`config.mk`:
```
export PLATFORM = sky130hd
export DESIGN_NAME = gemm_tile_address_generator
export DESIGN_NICKNAME = d
export VERILOG_FILES = /design/src/rtl/gtag_pkg.sv /design/src/rtl/gemm_tile_address_generator.sv /design/src/rtl/gtag_ctrl.sv /design/src/rtl/gtag_datapath.sv
export SDC_FILE = /design/constraint.sdc
export NUM_CORES = 2
export LEC_CHECK = 0
export ABC_AREA = 1
export CORE_MARGIN = 5
export CORE_UTILIZATION = 38
export DETAILED_ROUTE_END_ITERATION = 10
export DONT_BUFFER_PORTS = 1
export SYNTH_ARGS = -nofsm -noshare
export SYNTH_HDL_FRONTEND = slang
export SYNTH_SLANG_ARGS = --single-unit
```
`constraint.sdc`:
```
create_clock -name aclk -period 15.5 [get_ports aclk]
set_input_delay 3.1 -clock aclk [delete_from_list [all_inputs] [get_ports aclk]]
set_output_delay 3.1 -clock aclk [all_outputs]
set_load 0.01 [all_outputs]
```
`src/rtl/gtag_pkg.sv`:
```
// Shared types, codes and default sizes for the GEMM tile address generator.
package gtag_pkg;

    // Default systolic array and accumulator sizes
    localparam int DEF_ARRAY_HEIGHT = 128;
    localparam int DEF_ARRAY_WIDTH  = 128;
    localparam int DEF_ACC_DEPTH    = 2048;

    localparam int DIM_W  = 16;
    localparam int ADDR_W = 32;
    localparam int ID_W   = 31;

    localparam int S_TDATA_W = 136;
    localparam int M_TDATA_W = 208;

    // Input item kinds carried in s_tuser
    typedef enum logic {
        OP_START   = 1'b0,
        OP_ADVANCE = 1'b1
    } op_t;

    // Fields latched by a start transaction
    typedef struct packed {
        logic [DIM_W-1:0]  rows_a;
        logic [DIM_W-1:0]  inner_b;
        logic [DIM_W-1:0]  cols_c;
        logic              planar_layout;
        logic [DIM_W-1:0]  channels;
        logic [ADDR_W-1:0] weight_base;
        logic [ADDR_W-1:0] activation_base;
    } start_fields_t;

    // Controller to datapath commands
    typedef struct packed {
        logic start;   // latch dimensions, clear tile walk
        logic sum;     // register the offset sums
        logic mul_w;   // scale weight offset by the stride factor
        logic mul_a;   // scale activation offset by the stride factor
        logic emit;    // load output register and step the tile walk
    } dp_cmd_t;

    // Datapath to controller status
    typedef struct packed {
        logic fin;       // current tile pair is the final one
        logic out_full;  // output register still holds an untaken result
    } dp_sts_t;

endpackage

```
`src/rtl/gemm_tile_address_generator.sv`:
```
// Top level of the GEMM tile address generator: stream ports, controller and datapath.
//
// A start transaction (s_tuser = 0) latches the matrix sizes, layout factor and base
// addresses and produces no result. Each advance transaction (s_tuser = 1)
// produces one weight/activation tile pair, in row-tile, column-tile, inner-tile order,
// with m_tlast on the final pair; an advance with no product running is dropped.
// An accepted advance passes through the offset sums, then the weight and activation
// address scalings, which share one 32x16 multiplier, then the load of the output
// register. The next item is accepted in the cycle after the result is loaded, so
// no advance is taken before the last one's result is loaded, though that result may
// still wait on m_tready; a second result waits in the last step until the output
// register is free. Tile ids run from 1 and skip 0 when they wrap.
module gemm_tile_address_generator #(
    parameter int ARRAY_HEIGHT = gtag_pkg::DEF_ARRAY_HEIGHT,
    parameter int ARRAY_WIDTH  = gtag_pkg::DEF_ARRAY_WIDTH,
    parameter int ACC_DEPTH    = gtag_pkg::DEF_ACC_DEPTH
) (
    input  logic                              aclk,
    input  logic                              aresetn,
    input  logic                              s_tvalid,
    output logic                              s_tready,
    // rows_a[15:0], inner_b[31:16], cols_c[47:32], planar_layout[48],
    // channels[64:49], weight_base[96:65], activation_base[128:97], zero pad
    input  logic [gtag_pkg::S_TDATA_W-1:0]    s_tdata,
    // op[0]
    input  logic                              s_tuser,
    output logic                              m_tvalid,
    input  logic                              m_tready,
    // tile_id[30:0], weight_address[62:31], weight_width[78:63], weight_height[94:79],
    // activation_address[126:95], activation_width[142:127],
    // activation_height[158:143], stride_factor[174:159], full_width[190:175],
    // full_height[206:191], zero pad
    output logic [gtag_pkg::M_TDATA_W-1:0]    m_tdata,
    output logic                              m_tlast
);

    gtag_pkg::dp_cmd_t       cmd;
    gtag_pkg::dp_sts_t       sts;
    gtag_pkg::start_fields_t start_fields;

    logic [gtag_pkg::ID_W-1:0]   tile_id;
    logic [gtag_pkg::ADDR_W-1:0] weight_address, activation_address;
    logic [gtag_pkg::DIM_W-1:0]  weight_width, weight_height;
    logic [gtag_pkg::DIM_W-1:0]  activation_width, activation_height;
    logic [gtag_pkg::DIM_W-1:0]  stride_factor, full_width, full_height;

    // Unpack the start fields
    assign start_fields.rows_a          = s_tdata[15:0];
    assign start_fields.inner_b         = s_tdata[31:16];
    assign start_fields.cols_c          = s_tdata[47:32];
    assign start_fields.planar_layout   = s_tdata[48];
    assign start_fields.channels        = s_tdata[64:49];
    assign start_fields.weight_base     = s_tdata[96:65];
    assign start_fields.activation_base = s_tdata[128:97];

    // Pack the result
    assign m_tdata = {1'b0, full_height, full_width, stride_factor, activation_height,
                      activation_width, activation_address, weight_height, weight_width,
                      weight_address, tile_id};

    gtag_ctrl u_ctrl (
        .aclk     (aclk),
        .aresetn  (aresetn),
        .s_tvalid (s_tvalid),
        .s_tready (s_tready),
        .s_tuser  (s_tuser),
        .cmd      (cmd),
        .sts      (sts)
    );

    gtag_datapath #(
        .ARRAY_HEIGHT (ARRAY_HEIGHT),
        .ARRAY_WIDTH  (ARRAY_WIDTH),
        .ACC_DEPTH    (ACC_DEPTH)
    ) u_datapath (
        .aclk               (aclk),
        .aresetn            (aresetn),
        .cmd                (cmd),
        .sts                (sts),
        .start_fields       (start_fields),
        .m_tvalid           (m_tvalid),
        .m_tready           (m_tready),
        .m_tlast            (m_tlast),
        .tile_id            (tile_id),
        .weight_address     (weight_address),
        .weight_width       (weight_width),
        .weight_height      (weight_height),
        .activation_address (activation_address),
        .activation_width   (activation_width),
        .activation_height  (activation_height),
        .stride_factor      (stride_factor),
        .full_width         (full_width),
        .full_height        (full_height)
    );

endmodule

```
`src/rtl/gtag_ctrl.sv`:
```
// Controller state machine: accepts items and sequences the datapath per tile pair.
module gtag_ctrl (
    input  logic                aclk,
    input  logic                aresetn,
    input  logic                s_tvalid,
    output logic                s_tready,
    input  logic                s_tuser,
    output gtag_pkg::dp_cmd_t   cmd,
    input  gtag_pkg::dp_sts_t   sts
);

    typedef enum logic [2:0] {
        ST_IDLE,
        ST_SUM,
        ST_MUL_W,
        ST_MUL_A,
        ST_EMIT
    } state_t;

    state_t state_reg, state_next;
    logic   busy_reg, busy_next;
    logic   in_fire;

    assign s_tready = (state_reg == ST_IDLE);
    assign in_fire  = s_tvalid && s_tready;

    // Decode next state and datapath commands
    always_comb begin
        state_next = state_reg;
        busy_next  = busy_reg;
        cmd        = '0;
        unique case (state_reg)
            ST_IDLE: begin
                if (in_fire) begin
                    if (gtag_pkg::op_t'(s_tuser) == gtag_pkg::OP_START) begin
                        cmd.start = 1'b1;
                        busy_next = 1'b1;
                    end else if (busy_reg) begin
                        state_next = ST_SUM;
                    end
                end
            end
            ST_SUM: begin
                cmd.sum    = 1'b1;
                state_next = ST_MUL_W;
            end
            ST_MUL_W: begin
                cmd.mul_w  = 1'b1;
                state_next = ST_MUL_A;
            end
            ST_MUL_A: begin
                cmd.mul_a  = 1'b1;
                state_next = ST_EMIT;
            end
            ST_EMIT: begin
                // Wait until the output register can take the result
                if (!sts.out_full) begin
                    cmd.emit   = 1'b1;
                    state_next = ST_IDLE;
                    if (sts.fin) begin
                        busy_next = 1'b0;
                    end
                end
            end
            default: state_next = ST_IDLE;
        endcase
    end

    // Hold state and busy flag
    always_ff @(posedge aclk) begin
        if (!aresetn) begin
            state_reg <= ST_IDLE;
            busy_reg  <= 1'b0;
        end else begin
            state_reg <= state_next;
            busy_reg  <= busy_next;
        end
    end

endmodule

```
`src/rtl/gtag_datapath.sv`:
```
// Datapath: latched product setup, tile walk, shared address multiplier, output register.
module gtag_datapath #(
    parameter int ARRAY_HEIGHT = gtag_pkg::DEF_ARRAY_HEIGHT,
    parameter int ARRAY_WIDTH  = gtag_pkg::DEF_ARRAY_WIDTH,
    parameter int ACC_DEPTH    = gtag_pkg::DEF_ACC_DEPTH
) (
    input  logic                          aclk,
    input  logic                          aresetn,
    input  gtag_pkg::dp_cmd_t             cmd,
    output gtag_pkg::dp_sts_t             sts,
    input  gtag_pkg::start_fields_t       start_fields,
    output logic                          m_tvalid,
    input  logic                          m_tready,
    output logic                          m_tlast,
    output logic [gtag_pkg::ID_W-1:0]     tile_id,
    output logic [gtag_pkg::ADDR_W-1:0]   weight_address,
    output logic [gtag_pkg::DIM_W-1:0]    weight_width,
    output logic [gtag_pkg::DIM_W-1:0]    weight_height,
    output logic [gtag_pkg::ADDR_W-1:0]   activation_address,
    output logic [gtag_pkg::DIM_W-1:0]    activation_width,
    output logic [gtag_pkg::DIM_W-1:0]    activation_height,
    output logic [gtag_pkg::DIM_W-1:0]    stride_factor,
    output logic [gtag_pkg::DIM_W-1:0]    full_width,
    output logic [gtag_pkg::DIM_W-1:0]    full_height
);

    localparam int DW = gtag_pkg::DIM_W;
    localparam int AW = gtag_pkg::ADDR_W;
    localparam int IW = gtag_pkg::ID_W;

    // Tile sizes one bit wider than a dimension so that 65536 still fits
    localparam logic [DW:0]   AH_SZ   = (DW+1)'(ARRAY_HEIGHT);
    localparam logic [DW:0]   AW_SZ   = (DW+1)'(ARRAY_WIDTH);
    localparam logic [DW:0]   AD_SZ   = (DW+1)'(ACC_DEPTH);
    localparam logic [AW-1:0] AW_STEP = AW'(ARRAY_WIDTH);
    localparam logic [AW-1:0] AD_STEP = AW'(ACC_DEPTH);
    localparam logic [AW-1:0] AH_MUL  = AW'(ARRAY_HEIGHT);
    localparam logic [IW-1:0] ID_ONE  = IW'(1);

    // Latched product setup
    logic [DW-1:0] dim_a_reg, dim_b_reg, dim_c_reg, factor_reg;
    logic [AW-1:0] wbase_reg, abase_reg;
    logic [AW-1:0] w_row_step_reg, a_inner_step_reg;

    // Tile walk: remaining extent per dimension and unscaled offsets
    logic [DW-1:0] rem_a_reg, rem_a_next;
    logic [DW-1:0] rem_b_reg, rem_b_next;
    logic [DW-1:0] rem_c_reg, rem_c_next;
    logic [AW-1:0] w_row_off_reg, w_row_off_next;
    logic [AW-1:0] w_inner_off_reg, w_inner_off_next;
    logic [AW-1:0] a_inner_off_reg, a_inner_off_next;
    logic [AW-1:0] a_col_off_reg, a_col_off_next;

    // Arithmetic pipeline
    logic [AW-1:0]      w_sum_reg, a_sum_reg;
    logic [AW-1:0]      w_prod_reg, a_prod_reg;
    logic [AW-1:0]      mul_in;
    logic [AW+DW-1:0]   mul_full;

    // Running id and output register
    logic [IW-1:0] next_id_reg, next_id_inc;
    logic          out_valid_reg;
    logic          last_a, last_b, last_c, fin;
    logic [DW-1:0] edge_a, edge_b, edge_c;

    // Last tile of a dimension when what is left fits in one tile
    assign last_a = ({1'b0, rem_a_reg} <= AH_SZ);
    assign last_b = ({1'b0, rem_b_reg} <= AW_SZ);
    assign last_c = ({1'b0, rem_c_reg} <= AD_SZ);
    assign fin    = last_a && last_b && last_c;

    assign edge_a = last_a ? rem_a_reg : AH_SZ[DW-1:0];
    assign edge_b = last_b ? rem_b_reg : AW_SZ[DW-1:0];
    assign edge_c = last_c ? rem_c_reg : AD_SZ[DW-1:0];

    assign sts.fin      = fin;
    assign sts.out_full = out_valid_reg && !m_tready;
    assign m_tvalid     = out_valid_reg;

    // One 32x16 multiplier shared by both addresses
    assign mul_in   = cmd.mul_a ? a_sum_reg : w_sum_reg;
    assign mul_full = mul_in * factor_reg;

    assign next_id_inc = (next_id_reg == {IW{1'b1}}) ? ID_ONE : next_id_reg + ID_ONE;

    // Step the tile walk: inner fastest, then column, then row
    always_comb begin
        rem_a_next       = rem_a_reg;
        rem_b_next       = rem_b_reg;
        rem_c_next       = rem_c_reg;
        w_row_off_next   = w_row_off_reg;
        w_inner_off_next = w_inner_off_reg;
        a_inner_off_next = a_inner_off_reg;
        a_col_off_next   = a_col_off_reg;
        if (!last_b) begin
            rem_b_next       = DW'({1'b0, rem_b_reg} - AW_SZ);
            w_inner_off_next = w_inner_off_reg + AW_STEP;
            a_inner_off_next = a_inner_off_reg + a_inner_step_reg;
        end else begin
            rem_b_next       = dim_b_reg;
            w_inner_off_next = '0;
            a_inner_off_next = '0;
            if (!last_c) begin
                rem_c_next     = DW'({1'b0, rem_c_reg} - AD_SZ);
                a_col_off_next = a_col_off_reg + AD_STEP;
            end else begin
                rem_c_next     = dim_c_reg;
                a_col_off_next = '0;
                rem_a_next     = DW'({1'b0, rem_a_reg} - AH_SZ);
                w_row_off_next = w_row_off_reg + w_row_step_reg;
            end
        end
    end

    // Control registers: id and output valid
    always_ff @(posedge aclk) begin
        if (!aresetn) begin
            next_id_reg   <= ID_ONE;
            out_valid_reg <= 1'b0;
        end else begin
            if (cmd.emit) begin
                next_id_reg   <= next_id_inc;
                out_valid_reg <= 1'b1;
            end else if (m_tready) begin
                out_valid_reg <= 1'b0;
            end
        end
    end

    // Payload registers
    always_ff @(posedge aclk) begin
        if (cmd.start) begin
            dim_a_reg        <= start_fields.rows_a;
            dim_b_reg        <= start_fields.inner_b;
            dim_c_reg        <= start_fields.cols_c;
            factor_reg       <= start_fields.planar_layout ? DW'(1) : start_fields.channels;
            wbase_reg        <= start_fields.weight_base;
            abase_reg        <= start_fields.activation_base;
            w_row_step_reg   <= AH_MUL * AW'(start_fields.inner_b);
            a_inner_step_reg <= AW_STEP * AW'(start_fields.cols_c);
            rem_a_reg        <= start_fields.rows_a;
            rem_b_reg        <= start_fields.inner_b;
            rem_c_reg        <= start_fields.cols_c;
            w_row_off_reg    <= '0;
            w_inner_off_reg  <= '0;
            a_inner_off_reg  <= '0;
            a_col_off_reg    <= '0;
        end else if (cmd.emit) begin
            rem_a_reg        <= fin ? dim_a_reg : rem_a_next;
            rem_b_reg        <= fin ? dim_b_reg : rem_b_next;
            rem_c_reg        <= fin ? dim_c_reg : rem_c_next;
            w_row_off_reg    <= fin ? '0 : w_row_off_next;
            w_inner_off_reg  <= fin ? '0 : w_inner_off_next;
            a_inner_off_reg  <= fin ? '0 : a_inner_off_next;
            a_col_off_reg    <= fin ? '0 : a_col_off_next;
        end

        if (cmd.sum) begin
            w_sum_reg <= w_row_off_reg + w_inner_off_reg;
            a_sum_reg <= a_inner_off_reg + a_col_off_reg;
        end
        if (cmd.mul_w) begin
            w_prod_reg <= mul_full[AW-1:0];
        end
        if (cmd.mul_a) begin
            a_prod_reg <= mul_full[AW-1:0];
        end

        // Load the result
        if (cmd.emit) begin
            tile_id            <= next_id_reg;
            weight_address     <= wbase_reg + w_prod_reg;
            weight_width       <= edge_b;
            weight_height      <= edge_a;
            activation_address <= abase_reg + a_prod_reg;
            activation_width   <= edge_c;
            activation_height  <= edge_a;
            stride_factor      <= factor_reg;
            full_width         <= dim_b_reg;
            full_height        <= dim_a_reg;
            m_tlast            <= fin;
        end
    end

endmodule

```
==> out/summary.txt <==
Tot Pwr: 7042 µW
Critical path buffers and inverters: 5
Worst Tran Pin Value: 1176 ps
clk sinks: 614
FF+latch count, synth: 614
hold_buf cts: 0
Worst-Skew Late Latency: 660 ps
Critical Path RT: 15,870 ps
Synth warnings: 0
R2R depth: 25
Yosys top cell area share: 36.41%
library cells used by synthesis: 57
I/O Buffers: 0
CTS resizes: 0
CTS tree: built
Rows: 118
Final period util: 51.38%
outcome: finished clean
finished layout cell area: 44,110 µm²
die height: 333.5 µm
delay-heaviest family, CP: adder cells
Peak Freq: 125.6 MHz
Final setup viols: 0
worst r2r dst: u_datapath.w_prod_reg[22]
crit path max fanout: 55
Syn-to-layout area delta: 10.95%
drt pass-1 iters: 7
most used cell, CP: fa_1
Critical Path Start: u_ctrl.state_reg[1]
RePlAce Congestion: 0.9038
Hold Path Stages: 0
Mapped Cells: 4,163
Avg Cell Area, Syn: 9.550 µm²
CTS Buf Count: 71
r2r setup slk: 7540 ps
Clock Skew: 26.81 ps
largest net degree at the start of global routing: 80
layout cells sized above 1: 4.973%
crit path launch type: flop
gr ovfl total: 0
vias in the first global route: 28,477
fin crit period: 7964 ps
global-route wire length before repair: 161.3 mm
Worst Path Arrival: 8340 ps
clock-pin transition on the worst setup and hold timing paths: 60 ps
Reg-to-Reg Start: u_ctrl.state_reg[1]
# IOs: 352
Static Leak: 0.01903 µW
Initial DRC Count: 1,763
detailed-route wire length per cell: 18.18 µm
clk root buf: clkbuf_16
final wirelength: 103.4 mm
element type at the critical path end: flop
antenna violations before repair: 6
DP Area: 41,530 µm²
asr flop ratio synth: 0%
max_cap viols: 0
clock buffer depth: 3
vias per cell: 4.960
Post-synth EDFFs: 482
Die X: 333.5 µm
slowest stage cell on the critical path: clkinv_1
most frequent cell after synthesis: nand2_1
Post-CTS Setup Inserts: 0
Initial Util: 38.30%
RSZ-0062 raised after global routing: no
Core Area: 103,800 µm²
ys flop type: edfxtp_1
Layout Nets: 4,888
crit path kind: reg2reg
via count: 28,220
Crit path largest cell delay: 640 ps
max_slew headroom: 21.62%
fin. max-slew vios: 0
DRC: 0
top post-synthesis cells by count: nand2_1 (808), inv_1 (651), edfxtp_1 (482), nor2_1 (336)
Hold Crit Class: reg2reg
CTS HTree Levels: 3
CP endpoint: u_datapath.w_prod_reg[22]
top post-synthesis cells by area: edfxtp_1 (36%), fa_1 (14%), nand2_1 (7.6%)
Die ar.: 111,200 µm²
setup TNS: 0 ps
Worst path depth: 25
post-synthesis sequential area ratio: 43.05%
Final Hold Fails: 0
GRT Total Usage: 18.41%
Power Density: 159.7 nW/µm²
Routed Antenna Nets: 0
area leader, netlist: edfxtp_1
Worst VDD drop: 0.0002133 V
Mapped Area: 39,760 µm²
post-detail-place hpwl: 79.62 mm
[logic make-up (layout without fill, tap and decap cells)]
logic type	count (synthesis)	in the layout	share of synthesized area [%]
AND/OR/NAND/NOR	1520	1520	16.36
buffers and inverters	767	830	7.525
flip-flops	614	614	43.05
AO/OA/AOI/OAI	566	566	7.802
adder cells (fa/ha/maj)	502	502	21.01
XOR/XNOR	192	192	4.230
other	2	85	0.01889
[worst min-delay path by stage]
| stage | startpoint | end | slack [ps] |
|---|---|---|---|
| detailed placement | u_datapath.dim_a_reg[7] | u_datapath.full_height[7] | 440 |
| global route | u_datapath.dim_a_reg[7] | u_datapath.full_height[7] | 450 |
| CTS | u_datapath.dim_a_reg[11] | u_datapath.full_height[11] | 450 |
| floorplan | u_datapath.dim_a_reg[14] | u_datapath.full_height[14] | 420 |
| finish | u_datapath.dim_a_reg[11] | u_datapath.full_height[11] | 450 |
| global placement | u_datapath.dim_a_reg[1] | u_datapath.full_height[1] | 430 |
[layout by cell type, fill, tap and decap left out, types with 30 or more instances in the layout]
master	instances
a21oi_1	276
clkbuf_16	72
conb_1	79
dfxtp_1	132
edfxtp_1	482
fa_1	276
ha_1	226
inv_1	651
nand2_1	808
nand3_1	160
nand4_1	46
nor2_1	335
nor3_1	65
nor4_1	30
o21ai_0	180
xnor2_1	53
xor2_1	139
[through the flow]
stage,setup WS (ps),utilization (%),std cells,hold WS [ps]
detailed placement,7549,40.01,5552,437.7
global placement,7592,40.01,5552,432.0
finish,7536,42.50,5689,449.7
global route,7149,42.48,5683,454.9
CTS,7529,42.48,5683,448.8
floorplan,6043,-,4240,420.8
[routing by layer]
metal  up-vias  wire length, µm  GRT usage (%)
li1      13741                -              -
met1     13598            42370          22.51
met5         -                0              0
met4         0             3836          6.429
met3       180             5348          3.449
met2       701            51850          32.65
[where the power goes]
group | internal [µW] | switching (µW)
combinational | 1050 | 2000
clock | 1110 | 720
sequential | 2130 | 39.3
[final cells by class]
cell class	count	area, µm²
Antenna cell	6	15.01
Clock buffer	86	1864
Clock inverter	45	700.7
Fill cell	10053	59680
Inverter	672	2522
Multi-Input combinational cell	2859	19960
Sequential cell	614	17120
Tap cell	1380	1727
Timing Repair Buffer	27	202.7
No activity file was read; power rests on OpenSTA's default activity.
